$ cat config.mk
export PLATFORM = sky130hd
export DESIGN_NAME = preamble_sync_byte_deframer
export DESIGN_NICKNAME = d
export VERILOG_FILES = /design/src/rtl/psbd_pkg.sv /design/src/rtl/psbd_in_reg.sv /design/src/rtl/psbd_core.sv /design/src/rtl/psbd_out_reg.sv /design/src/rtl/preamble_sync_byte_deframer.sv
export SDC_FILE = /design/constraint.sdc
export NUM_CORES = 1
export LEC_CHECK = 0
export BUFFER_PORTS_ARGS = -buffer_cell sky130_fd_sc_hd__clkbuf_2
export CAP_MARGIN = 20
export CORE_MARGIN = 3
export CORE_UTILIZATION = 30
export CTS_CLUSTER_DIAMETER = 80
export DETAILED_ROUTE_END_ITERATION = 10
export RECOVER_POWER = 25
export SYNTH_ARGS = -nofsm -noshare
export SYNTH_HDL_FRONTEND = slang
export SYNTH_SLANG_ARGS = --single-unit
$ cat constraint.sdc
create_clock -name clk_i -period 2.9 [get_ports clk_i]
set_input_delay 0 -clock clk_i [delete_from_list [all_inputs] [get_ports clk_i]]
set_output_delay 0 -clock clk_i [all_outputs]
set_load 0.02 [all_outputs]
$ cat src/rtl/psbd_pkg.sv
// Package for the preamble sync byte deframer: widths, reset constants and
// the structs passed between its stages. No dependencies.
`default_nettype none

package psbd_pkg;

  localparam int unsigned BYTE_W = 8;
  localparam int unsigned HELD_W = 4;

  localparam logic [BYTE_W-1:0] PREAMBLE_RESET = 8'hAB;
  localparam logic [HELD_W-1:0] BYTE_BITS      = 4'd8;
  localparam logic [BYTE_W-1:0] ZERO_BYTE      = '0;

  // One accepted line bit waiting in the input register.
  typedef struct packed {
    logic valid;
    logic rx_bit;
  } in_item_t;

  // Result produced by the core for the output register.
  typedef struct packed {
    logic              valid;
    logic [BYTE_W-1:0] data_byte;
    logic              end_of_message;
  } result_t;

endpackage

`default_nettype wire

$ cat src/rtl/psbd_in_reg.sv
// Input register of the deframer: captures one line bit per transfer.
// Depends on psbd_pkg.
`default_nettype none

module psbd_in_reg (
  input  wire logic              clk_i,
  input  wire logic              rst_ni,
  input  wire logic              s_valid_i,
  input  wire logic              s_bit_i,
  input  wire logic              advance_i,
  output logic                   s_ready_o,
  output psbd_pkg::in_item_t     item_o
);

  logic valid_q, valid_d;
  logic bit_q;
  logic load;

  // The held bit leaves whenever the output side can take a result.
  assign s_ready_o = !valid_q || advance_i;
  assign load      = s_valid_i && s_ready_o;

  always_comb begin
    valid_d = valid_q;
    if (load) begin
      valid_d = 1'b1;
    end else if (advance_i) begin
      valid_d = 1'b0;
    end
  end

  always_ff @(posedge clk_i or negedge rst_ni) begin
    if (!rst_ni) begin
      valid_q <= 1'b0;
    end else begin
      valid_q <= valid_d;
    end
  end

  always_ff @(posedge clk_i) begin
    if (load) begin
      bit_q <= s_bit_i;
    end
  end

  assign item_o.valid  = valid_q;
  assign item_o.rx_bit = bit_q;

endmodule

`default_nettype wire

$ cat src/rtl/psbd_core.sv
// Deframer core: preamble register, hunt/data mode, bit shifter and count.
// Depends on psbd_pkg.
`default_nettype none

module psbd_core (
  input  wire logic                          clk_i,
  input  wire logic                          rst_ni,
  input  wire logic                          cfg_we_i,
  input  wire logic [psbd_pkg::BYTE_W-1:0]   cfg_wdata_i,
  input  wire psbd_pkg::in_item_t            item_i,
  input  wire logic                          advance_i,
  output psbd_pkg::result_t                  result_o
);

  logic [psbd_pkg::BYTE_W-1:0] preamble_q;
  logic                        data_mode_q, data_mode_d;
  logic [psbd_pkg::BYTE_W-1:0] shifter_q, shifter_d;
  logic [psbd_pkg::HELD_W-1:0] held_q, held_d;
  logic [psbd_pkg::BYTE_W-1:0] shifted;
  logic [psbd_pkg::HELD_W-1:0] held_inc;
  logic                        full;
  logic                        step;

  assign step     = item_i.valid && advance_i;
  assign shifted  = {shifter_q[psbd_pkg::BYTE_W-2:0], item_i.rx_bit};
  // In hunt mode the count saturates at eight; in data mode it never passes it.
  assign held_inc = (held_q < psbd_pkg::BYTE_BITS) ? held_q + 4'd1 : held_q;
  assign full     = (held_inc == psbd_pkg::BYTE_BITS);

  always_comb begin
    data_mode_d              = data_mode_q;
    shifter_d                = shifted;
    held_d                   = held_inc;
    result_o.valid           = 1'b0;
    result_o.data_byte       = shifted;
    result_o.end_of_message  = (shifted == psbd_pkg::ZERO_BYTE);
    if (!data_mode_q) begin
      if (full && (shifted == preamble_q)) begin
        data_mode_d = 1'b1;
        shifter_d   = '0;
        held_d      = '0;
      end
    end else if (full) begin
      result_o.valid = item_i.valid;
      if (shifted == psbd_pkg::ZERO_BYTE) begin
        data_mode_d = 1'b0;
      end
      shifter_d = '0;
      held_d    = '0;
    end
  end

  always_ff @(posedge clk_i or negedge rst_ni) begin
    if (!rst_ni) begin
      preamble_q  <= psbd_pkg::PREAMBLE_RESET;
      data_mode_q <= 1'b0;
      shifter_q   <= '0;
      held_q      <= '0;
    end else begin
      if (cfg_we_i) begin
        preamble_q <= cfg_wdata_i;
      end
      if (step) begin
        data_mode_q <= data_mode_d;
        shifter_q   <= shifter_d;
        held_q      <= held_d;
      end
    end
  end

endmodule

`default_nettype wire

$ cat src/rtl/psbd_out_reg.sv
// Output register of the deframer: holds one byte until the sink takes it.
// Depends on psbd_pkg.
`default_nettype none

module psbd_out_reg (
  input  wire logic                          clk_i,
  input  wire logic                          rst_ni,
  input  wire psbd_pkg::result_t             result_i,
  input  wire logic                          m_ready_i,
  output logic                               free_o,
  output logic                               m_valid_o,
  output logic [psbd_pkg::BYTE_W-1:0]        m_data_o,
  output logic                               m_last_o
);

  logic                        valid_q;
  logic [psbd_pkg::BYTE_W-1:0] data_q;
  logic                        last_q;

  // The register can load when empty or when its byte leaves this cycle.
  assign free_o = !valid_q || m_ready_i;

  always_ff @(posedge clk_i or negedge rst_ni) begin
    if (!rst_ni) begin
      valid_q <= 1'b0;
    end else if (free_o) begin
      valid_q <= result_i.valid;
    end
  end

  always_ff @(posedge clk_i) begin
    if (free_o && result_i.valid) begin
      data_q <= result_i.data_byte;
      last_q <= result_i.end_of_message;
    end
  end

  assign m_valid_o = valid_q;
  assign m_data_o  = data_q;
  assign m_last_o  = last_q;

endmodule

`default_nettype wire

$ cat src/rtl/preamble_sync_byte_deframer.sv
// The last bit of a byte waits in the input register; the byte then goes
// to the output register. Throughput: one bit per cycle while the sink takes
// each byte; a byte held by a stalled sink holds the input bit behind it. Reset
// (rst_ni low, asynchronous) empties both registers, returns to preamble hunt
// with a cleared shifter and count, and loads the preamble byte 0xAB.
// Depends on psbd_pkg.
`default_nettype none

module preamble_sync_byte_deframer (
  input  wire logic                        clk_i,
  input  wire logic                        rst_ni,
  input  wire logic                        cfg_we_i,
  input  wire logic [psbd_pkg::BYTE_W-1:0] cfg_wdata_i,     // preamble_byte
  input  wire logic                        s_axis_tvalid,
  output logic                             s_axis_tready,
  input  wire logic [7:0]                  s_axis_tdata,    // [0] rx_bit, [7:1] zero
  output logic                             m_axis_tvalid,
  input  wire logic                        m_axis_tready,
  output logic [psbd_pkg::BYTE_W-1:0]      m_axis_tdata,    // [7:0] data_byte
  output logic                             m_axis_tlast     // end_of_message
);

  psbd_pkg::in_item_t item;
  psbd_pkg::result_t  result;
  logic               out_free;

  psbd_in_reg u_in_reg (
    .clk_i     (clk_i),
    .rst_ni    (rst_ni),
    .s_valid_i (s_axis_tvalid),
    .s_bit_i   (s_axis_tdata[0]),
    .advance_i (out_free),
    .s_ready_o (s_axis_tready),
    .item_o    (item)
  );

  psbd_core u_core (
    .clk_i       (clk_i),
    .rst_ni      (rst_ni),
    .cfg_we_i    (cfg_we_i),
    .cfg_wdata_i (cfg_wdata_i),
    .item_i      (item),
    .advance_i   (out_free),
    .result_o    (result)
  );

  psbd_out_reg u_out_reg (
    .clk_i     (clk_i),
    .rst_ni    (rst_ni),
    .result_i  (result),
    .m_ready_i (m_axis_tready),
    .free_o    (out_free),
    .m_valid_o (m_axis_tvalid),
    .m_data_o  (m_axis_tdata),
    .m_last_o  (m_axis_tlast)
  );

endmodule

`default_nettype wire

== Yosys cells after proc, flatten, opt, wreduce, memory -nomap -nowiden ==
Index checks and enable logic that the tools add are counted.
Widths: inputs -> output; s select.

* Register bits after elaboration: 32
* Output and inout bits: 11
* Bits of input ports: 21
* Word-level logic and storage cells: 38

* Equal/unequal tests: 2
* Multiplexer cells: 15
* Order comparisons: 1
* Add/subtract/negate cells: 1
* Reductions and logical operators: 10

{| class="wikitable"
|+ Operator list
! kind !! count
|-
| $mux 7 || 3
|-
| $mux 4 || 4
|-
| $eq 8x8->1 || 1
|-
| $logic_not 8->1 || 1
|-
| $mux 1 || 8
|-
| $add 4x1->4 const B || 1
|-
| $eq 4x4->1 const B || 1
|-
| $logic_and 1x1->1 || 4
|-
| $lt 4x4->1 const B || 1
|-
| $logic_not 1->1 || 2
|-
| $logic_or 1x1->1 || 2
|-
| $reduce_bool 2->1 || 1
|}

== Logic depth before layout (Yosys ltp) ==
Gate-level depths: netlist (run 1).

* Word-level depth: 6
* Mapped depth: 6
* Gate-level depth less buffers: 5

== By module ==
A second synthesis (run 1) with hierarchy kept.

* Cell total of the unflattened synthesis: 116
* Area total of the unflattened synthesis: 1472.7 sq um

{| class="wikitable"
|+ Modules (own cells, without submodules)
! module !! area an instance (sq um) !! cells each !! seq. area each (sq um) !! times used
|-
| psbd_core || 1049.8 || 96 || 506.7 || 1
|-
| psbd_out_reg || 324.1 || 13 || 295.3 || 1
|-
| psbd_in_reg || 98.8 || 7 || 55.1 || 1
|}

== Worst setup path after synthesis (run 1) ==
Ideal clock, no wire load.

* Kind: register to register
* Start point: reg u_core.held_q[0] (netlist bit)
* End point: reg u_out_reg.data_q, in the netlist u_out_reg.m_data_o[0] (enable)
* Buffers on the path: 1
* Setup time: 387 ps
* Required time: 2513 ps
* Arrival: 1720 ps
* Period minus slack after synthesis: 2106 ps
* Stages on the path, launching flop included: 6
* Setup slack: 794 ps
* Cell sequence: dfrtp_1 ha_1 nor2_1 a31oi_1 buf_2 nor3_1

* Cells in the longest elaborated chain, start to end: 6
* Elaborated cells between the ends (all ways): 7
* Those cells by class: 1 x add/sub; 1 x order compare; 1 x eq/ne; 3 x mux; 1 x reduce/logical

{| class="wikitable"
|+ Ends and longest elaborated chain
! element !! line !! source
|-
| start, declared || psbd_core.sv:18 || <nowiki>logic [psbd_pkg::HELD_W-1:0] held_q, held_d;</nowiki>
|-
| start signal, assigned || psbd_core.sv:66 || <nowiki>held_q <= held_d;</nowiki>
|-
| $add 4x1->4 or $lt 4x4->1 (tied branches) || psbd_core.sv:27 || <nowiki>assign held_inc = (held_q < psbd_pkg::BYTE_BITS) ? held_q + 4'd1 : held_q;</nowiki>
|-
| $mux 4 (*) || psbd_core.sv:27 ||
|-
| $eq 4x4->1 (*) || psbd_core.sv:28 || <nowiki>assign full = (held_inc == psbd_pkg::BYTE_BITS);</nowiki>
|-
| $mux 1 (*) || psbd_core.sv:43 || <nowiki>end else if (full) begin</nowiki>
|-
| $mux 1 (*) || psbd_core.sv:37 || <nowiki>if (!data_mode_q) begin</nowiki>
|-
| $logic_and 1x1->1 (*) || psbd_out_reg.sv:32 || <nowiki>if (free_o && result_i.valid) begin</nowiki>
|-
| end signal, assigned || psbd_out_reg.sv:33 || <nowiki>data_q <= result_i.data_byte;</nowiki>
|-
| end, declared || psbd_out_reg.sv:17 || <nowiki>logic [psbd_pkg::BYTE_W-1:0] data_q;</nowiki>
|}

Mark *: on every way between the ends. The rest lies on a longest branch, timed or not.
A chain may end at the register's enable or synchronous reset.

== Worst setup path in the final report (run 1) ==
* Start point: reg u_out_reg.valid_q, in the netlist u_out_reg.m_valid_o
* End point: reg u_out_reg.last_q, in the netlist u_out_reg.m_last_o (enable)

* Cells in the longest elaborated chain, start to end: 3

{| class="wikitable"
|+ Ends and longest elaborated chain
! element !! line !! source
|-
| start, declared || psbd_out_reg.sv:16 || <nowiki>logic valid_q;</nowiki>
|-
| start signal, assigned || psbd_out_reg.sv:27 || <nowiki>valid_q <= result_i.valid;</nowiki>
|-
| $logic_not 1->1 || psbd_out_reg.sv:21 || <nowiki>assign free_o = !valid_q || m_ready_i;</nowiki>
|-
| $logic_or 1x1->1 || psbd_out_reg.sv:21 ||
|-
| $logic_and 1x1->1 || psbd_out_reg.sv:32 ||
|-
| end signal, assigned || psbd_out_reg.sv:34 || <nowiki>last_q <= result_i.end_of_message;</nowiki>
|-
| end, declared || psbd_out_reg.sv:18 || <nowiki>logic last_q;</nowiki>
|}

No other way between the ends.

==> impl_metrics.tcl, run 1 <==
set metrics [dict create \
    status "finished clean" \
    end_kind "register" \
    peakVddDrop_mv 0.247 \
    grt_util_all_layers_pct 12.2 \
    critPathMaxFanout 16 \
    finalSetupTns_ns 0 \
    worst_pin_slew_ns 1.18 \
    synth_cell_types 30 \
    clkPwrFrac_pct 24.4 \
    floorplan.initialDensity_pct 32.0 \
    r2r_slack_ns 0.94 \
    synth-seq-cells 32 \
    cap_violations 0 \
    post_cts_buffers 0 \
    drt-initial-drc-count 69 \
    portBuffers 24 \
    grt_pass1_wl_mm 5.06 \
    numCtsBuffers 5 \
    power_density_mw_per_mm2 841 \
    p_seq_share_pct 47.9 \
    yosys_warnings 0 \
    worstPathRequired_ns 2.89 \
    coreArea_sq_mm 0.00450 \
    place_congestion 0.817 \
    finalHoldViolations 0 \
    n_antenna_cell 0 \
    final_area_sq_mm 0.00182 \
    routed-via-count 1068 \
    path_class "register to register" \
    critPathSlowestCell "nand2b_1" \
    ys_seq_area_share_pct 59.5 \
    die_y_microns 75.3 \
    p_leak_nw 0.737 \
    syn-num-nets 135 \
    cts_tree "built" \
    cts.sinks 32 \
    root_buffer "clkbuf_8" \
    fin_crit_sh_pct 67.5 \
    area_growth_pct 26.2 \
    dr.pass1.iters 5 \
    rsz0062_at_grt "no" \
    ioPinCount 32 \
    p_switching_mw 0.516 \
    fmax_mhz 511 \
    h-tree-depth 2 \
    drt_wl_total_mm 3.01 \
    grt_overflow 0 \
    path_clk_slew_ns 0.06 \
    wl_per_cell_microns 14.8 \
    synth_top_cell_by_area "dfrtp_1" \
    syn_area_sq_mm 0.00144 \
    start_kind "register" \
    cts.repair.resized 0 \
    num_rows 24 \
    synthCells 113 \
    cp_data_arrival_time_ns 1.95 \
    final_period_minus_worst_setup_slack_ns 1.96 \
    grt_start_max_net_pins 23 \
    clock_skew_ns 0.00876 \
    placed_cell_area_sq_mm 0.00160 \
    grt_pass1_vias 1062 \
    relSlewSlack_pct 21.5 \
    switching_share_pct 33.7 \
    synth_top_cell_area_share_pct 29.5 \
    p_comb_share_pct 27.7 \
    dieWidth_microns 75.3 \
    drive_gt1_share_pct 31.8 \
    antenna_left 0 \
    p_int_mw 1.01 \
    slew_violations 0 \
    insertion_delay_ns 0.28 \
    setup_violations 0 \
    viasPerCell 5.26 \
    crit_chain "nand2b_1 -> nand2_4 -> nor3_1 -> clkbuf_4" \
    antenna_found_initial 0 \
    fin_util_pct 40.4 \
    remaining_drc_errors 0 \
    min_path_type "primary input to register" \
    fp.dieArea_sq_mm 0.00567 \
    place_hpwl_mm 2.15 \
    syn_avg_cell_area_sq_um 12.8 \
    max_stage_delay_ns 0.46 \
    clock_path_buffers 2 \
    fin_nets 172 \
    synth_area_leaders "dfrtp_1, edfxtp_1, dfstp_2, mux2_2, xnor2_1" \
]
==> layout by cell type (no fill, tap or decap), drive strengths merged <==
cell	synthesis	layout
ha	1	1
nand2	1	1
xor2	2	2
clkbuf	2	33
nand3b	1	1
or4	1	1
buf	5	1
o21ai	1	1
nand4	3	3
nor2	5	5
dfstp	5	5
a31oi	3	3
nor3b	1	1
o41ai	7	7
and3	2	2
a41oi	6	6
a21oi	7	7
a22oi	1	1
nor3	1	1
mux2	9	9
o41a	1	1
edfxtp	10	10
dlygate4sd3	0	11
xnor2	8	8
nand2b	2	2
inv	8	8
and2	1	1
o31ai	1	1
nor4b	1	1
dfrtp	17	17
==> critical path: cells and delay by family, from the launching register on <==
family        cells  cell delay, ns
buf+inv           1            0.27
flops             1            0.40
simple gates      3            1.00
==> routing by layer <==
| metal | global-route usage [%] | up-vias | share of wire [%] |
|---|---|---|---|
| li1 | - | 500 | - |
| met1 | 15.0 | 506 | 41 |
| met2 | 18.9 | 55 | 48 |
| met3 | 3.56 | 7 | 8.1 |
| met4 | 7.57 | 0 | 2.8 |
| met5 | 0 | - | 0 |
==> cell usage after synthesis (all sizes together) <==
| library cell | count |
|---|---|
| a21oi | 7 |
| a22oi | 1 |
| a31oi | 3 |
| a41oi | 6 |
| and2 | 1 |
| and3 | 2 |
| buf | 5 |
| clkbuf | 2 |
| dfrtp | 17 |
| dfstp | 5 |
| edfxtp | 10 |
| ha | 1 |
| inv | 8 |
| mux2 | 9 |
| nand2 | 1 |
| nand2b | 2 |
| nand3b | 1 |
| nand4 | 3 |
| nor2 | 5 |
| nor3 | 1 |
| nor3b | 1 |
| nor4b | 1 |
| o21ai | 1 |
| o31ai | 1 |
| o41a | 1 |
| o41ai | 7 |
| or4 | 1 |
| xnor2 | 8 |
| xor2 | 2 |
==> power groups by stage <==
stage / Sequential [mW] / Combinational (mW) / Clock, mW
final: 0.733 / 0.424 / 0.373
after global routing: 0.744 / 0.476 / 0.412
after CTS: 0.729 / 0.423 / 0.386
after detailed placement: 0.737 / 0.408 / 0
after global placement: 0.730 / 0.383 / 0
after floorplan: 0.708 / 0.309 / 0
==> flip-flops by register name, summed over array words and instances, names as in the netlist <==
signal / cells
u_core.preamble_q: 8
u_out_reg.m_data_o: 8
u_core.shifter_q: 7
u_core.held_q: 4
u_core.data_mode_q: 1
u_in_reg.bit_q: 1
u_in_reg.valid_q: 1
u_out_reg.m_last_o: 1
u_out_reg.m_valid_o: 1
==> repair_timing <==
action                                  CTS  global route
hold endpoints to repair                 27             0
endpoints found under the setup margin    0             0
hold buffers                             11             0
==> metrics by stage <==
step	total power, mW	std cells	hold WS, ns	setup slack (ns)
3_5_place_dp	1.14	183	0.0164	0.466
5_1_grt	1.63	203	0.0674	0.775
4_1_cts	1.54	202	0.0368	0.466
6_report	1.53	203	0.0366	0.943
3_3_place_gp	1.11	183	0.000608	0.628
2_1_floorplan	1.02	113	-0.296	0.794
==> worst paths after layout <==
check / start / end / cells past startpoint
setup / recovery: u_out_reg.m_valid_o$_DFFE_PN0P_ / u_out_reg.m_last_o$_DFFE_PP_ / 4
hold / removal: m_axis_tready / u_in_reg.valid_q$_DFFE_PN0P_ / 3
setup reg to reg: u_out_reg.m_valid_o$_DFFE_PN0P_ / u_out_reg.m_last_o$_DFFE_PP_ / 4
hold reg to reg: u_core.held_q[2]$_DFFE_PN0P_ / u_core.held_q[2]$_DFFE_PN0P_ / 1
max in group asynchronous: rst_ni / u_core.shifter_q[6]$_DFFE_PN0P_ / 2
min in group asynchronous: rst_ni / u_core.shifter_q[3]$_DFFE_PN0P_ / 2
==> cell families (layout without fill, tap and decap cells) <==
| group | after synthesis | in the layout | synth area share (%) |
|---|---|---|---|
| flops | 32 | 32 | 59.5 |
| simple gates | 19 | 19 | 8.51 |
| xor+xnor | 10 | 10 | 6.08 |
| compound gates | 27 | 27 | 13.8 |
| buf+inv | 15 | 53 | 4.25 |
| fa+ha+maj | 1 | 1 | 0.868 |
| mux | 9 | 9 | 7.03 |
==> area by class of cell <==
class                           count  area (sq um)
Tap cell                           52          65.1
Fill cell                         428          2690
Sequential cell                    32           857
Inverter                            8          30.0
Timing Repair Buffer               37           244
Multi-Input combinational cell     66           523
Clock buffer                        8           100
Note: power is estimated with default switching activity, not from simulation.
==> inputs of run 2 (changes only) <==
Clock period 2.9 ns to 1.9 ns, I/O delays scaled along.
==> impl_metrics.tcl, run 2 (synthesis results as in run 1) <==
set metrics [dict create \
    ff2ff_path_depth 6 \
    ioPinCount 32 \
    area_growth_pct 27.4 \
    slew_violations 0 \
    antenna_found_initial 0 \
    path_clk_slew_ns 0.06 \
    fmax_mhz 596 \
    num_rows 24 \
    post_cts_buffers 0 \
    hold_slack_ns 0.0449 \
    cp.depth 6 \
    wl_per_cell_microns 14.1 \
    fin_nets 175 \
    placedCellCount 187 \
    regArea_sq_um 857 \
    layout_common_cells "clkbuf_2, dfrtp_1, dlygate4sd3_1" \
    grt_pass1_wl_mm 4.79 \
    clock_path_buffers 2 \
    clock_skew_ns 0.00781 \
    root_buffer "clkbuf_8" \
    grt_start_max_net_pins 23 \
    fp.dieArea_sq_mm 0.00567 \
    pre_cts_slack_ns 0.229 \
    drt_wl_total_mm 2.90 \
    worstPathRequired_ns 2.07 \
    remaining_drc_errors 0 \
    final_period_minus_worst_setup_slack_ns 1.68 \
    setup_violations 0 \
    fill_cells 431 \
    grt_pass1_vias 979 \
    critPathSlowestCell "dfrtp_1" \
    insertion_delay_ns 0.28 \
    path_class "register to register" \
    critPathLaunch "u_core.held_q[0]$_DFFE_PN0P_" \
    finalSetupTns_ns 0 \
    finalHoldViolations 0 \
    r2r_slack_ns 0.22 \
    floorplan.initialDensity_pct 32.0 \
    h-tree-depth 2 \
    p_leak_nw 0.747 \
    peakVddDrop_mv 0.409 \
    crit_family "compound AO/OA/AOI/OAI gates" \
    min_path_type "primary input to register" \
    crit_chain "ha_1 -> nor2_1 -> a31oi_1 -> buf_4 -> a41oi_1 -> o41ai_1" \
    drt-initial-drc-count 112 \
    hp-start "m_axis_tready" \
    routed-via-count 1049 \
    critPathBufInv 1 \
    relSlewSlack_pct 21.1 \
    multi_input_area_sq_um 528 \
    drive_gt1_share_pct 32.5 \
    portBuffers 24 \
    end_kind "register" \
    instances_no_fill 206 \
    fin_crit_sh_pct 88.3 \
    cts_tree "built" \
    dr.pass1.iters 4 \
    grt_overflow 0 \
    coreArea_sq_mm 0.00450 \
    critPathMaxFanout 5 \
    die_y_microns 75.3 \
    cp_data_arrival_time_ns 1.84 \
    r2r-start "u_core.held_q[0]$_DFFE_PN0P_" \
    r2r_end "u_core.shifter_q[5]$_DFFE_PN0P_" \
    cts.sinks 32 \
    status "finished clean" \
    n_antenna_cell 0 \
    place_congestion 0.798 \
    final_common_cell "clkbuf_2" \
    dieWidth_microns 75.3 \
    rsz0062_at_grt "no" \
    grt_util_all_layers_pct 11.6 \
    antenna_left 0 \
    numCtsBuffers 5 \
    crit_end "u_core.shifter_q[5]$_DFFE_PN0P_" \
    fin_ws_ns 0.222 \
    worst_pin_slew_ns 1.18 \
    start_kind "register" \
    max_stage_delay_ns 0.43 \
    place_hpwl_mm 2.04 \
    power_density_mw_per_mm2 1250 \
    holdPathStages 3 \
    viasPerCell 5.09 \
    cap_violations 0 \
    cts.repair.resized 0 \
]
[run 2: changes by cell type in the layout (fill, tap and decap cells not counted)]
| cell | delta |
|---|---|
| buf_4 | +4 |
| clkbuf_1 | +1 |
| clkbuf_4 | -1 |
| clkbuf_8 | -1 |
| dfstp_1 | +1 |
| dfstp_2 | -1 |
| nor3_1 | -1 |
| nor3_2 | +1 |
[run 2: worst min-delay path by stage]
stage          slack (ns)                          endpoint
5_1_grt              0.04      u_in_reg.valid_q$_DFFE_PN0P_
2_1_floorplan       -0.30    u_core.data_mode_q$_DFFE_PN0P_
3_5_place_dp         0.01  u_core.preamble_q[4]$_DFFE_PN0P_
6_report             0.04      u_in_reg.valid_q$_DFFE_PN0P_
4_1_cts              0.04      u_in_reg.valid_q$_DFFE_PN0P_
3_3_place_gp       -0.008  u_core.preamble_q[4]$_DFFE_PN0P_
[run 2: power by group]
| part | switching (mW) | internal, mW |
|---|---|---|
| registers | 0.201 | 0.910 |
| clock network | 0.231 | 0.295 |
| logic | 0.337 | 0.323 |
[run 2: layout make-up]
type / count / area share (%)
clock buffer: 8 / 4.90
inverter: 8 / 1.63
multi-input combinational: 66 / 28.7
sequential: 32 / 46.7
tap: 52 / 3.54
timing repair buffer: 40 / 14.5
[run 2: worst register-to-register path, delay by kind of cell, from the launching register on]
kind,cells,cell delay (ns)
fa+ha+maj,1,0.32
buf+inv,1,0.22
flops,1,0.43
simple gates,1,0.04
compound gates,3,0.55
[run 2: timing repair]
action / 4_1_cts / 5_1_grt
endpoints found under the setup margin: 0 / 0
hold buffers: 11 / 0
endpoints found under the hold margin: 27 / 0
[run 2: routing by layer]
layer	global-route usage, %	up-vias	share of wire [%]
met1	16.0	505	44
met5	0	-	0
li1	-	506	-
met2	16.3	33	47
met4	5.83	0	2.5
met3	3.96	5	6.1
[run 2: metrics by stage]
stage                     utilization (%)  power, mW  area [sq um]
after global routing                 40.8       2.46          1840
after CTS                            40.8       2.32          1840
final                                40.8       2.30          1840
after floorplan                         -       1.56          1450
after global placement               36.4       1.72          1640
after detailed placement             36.4       1.76          1640
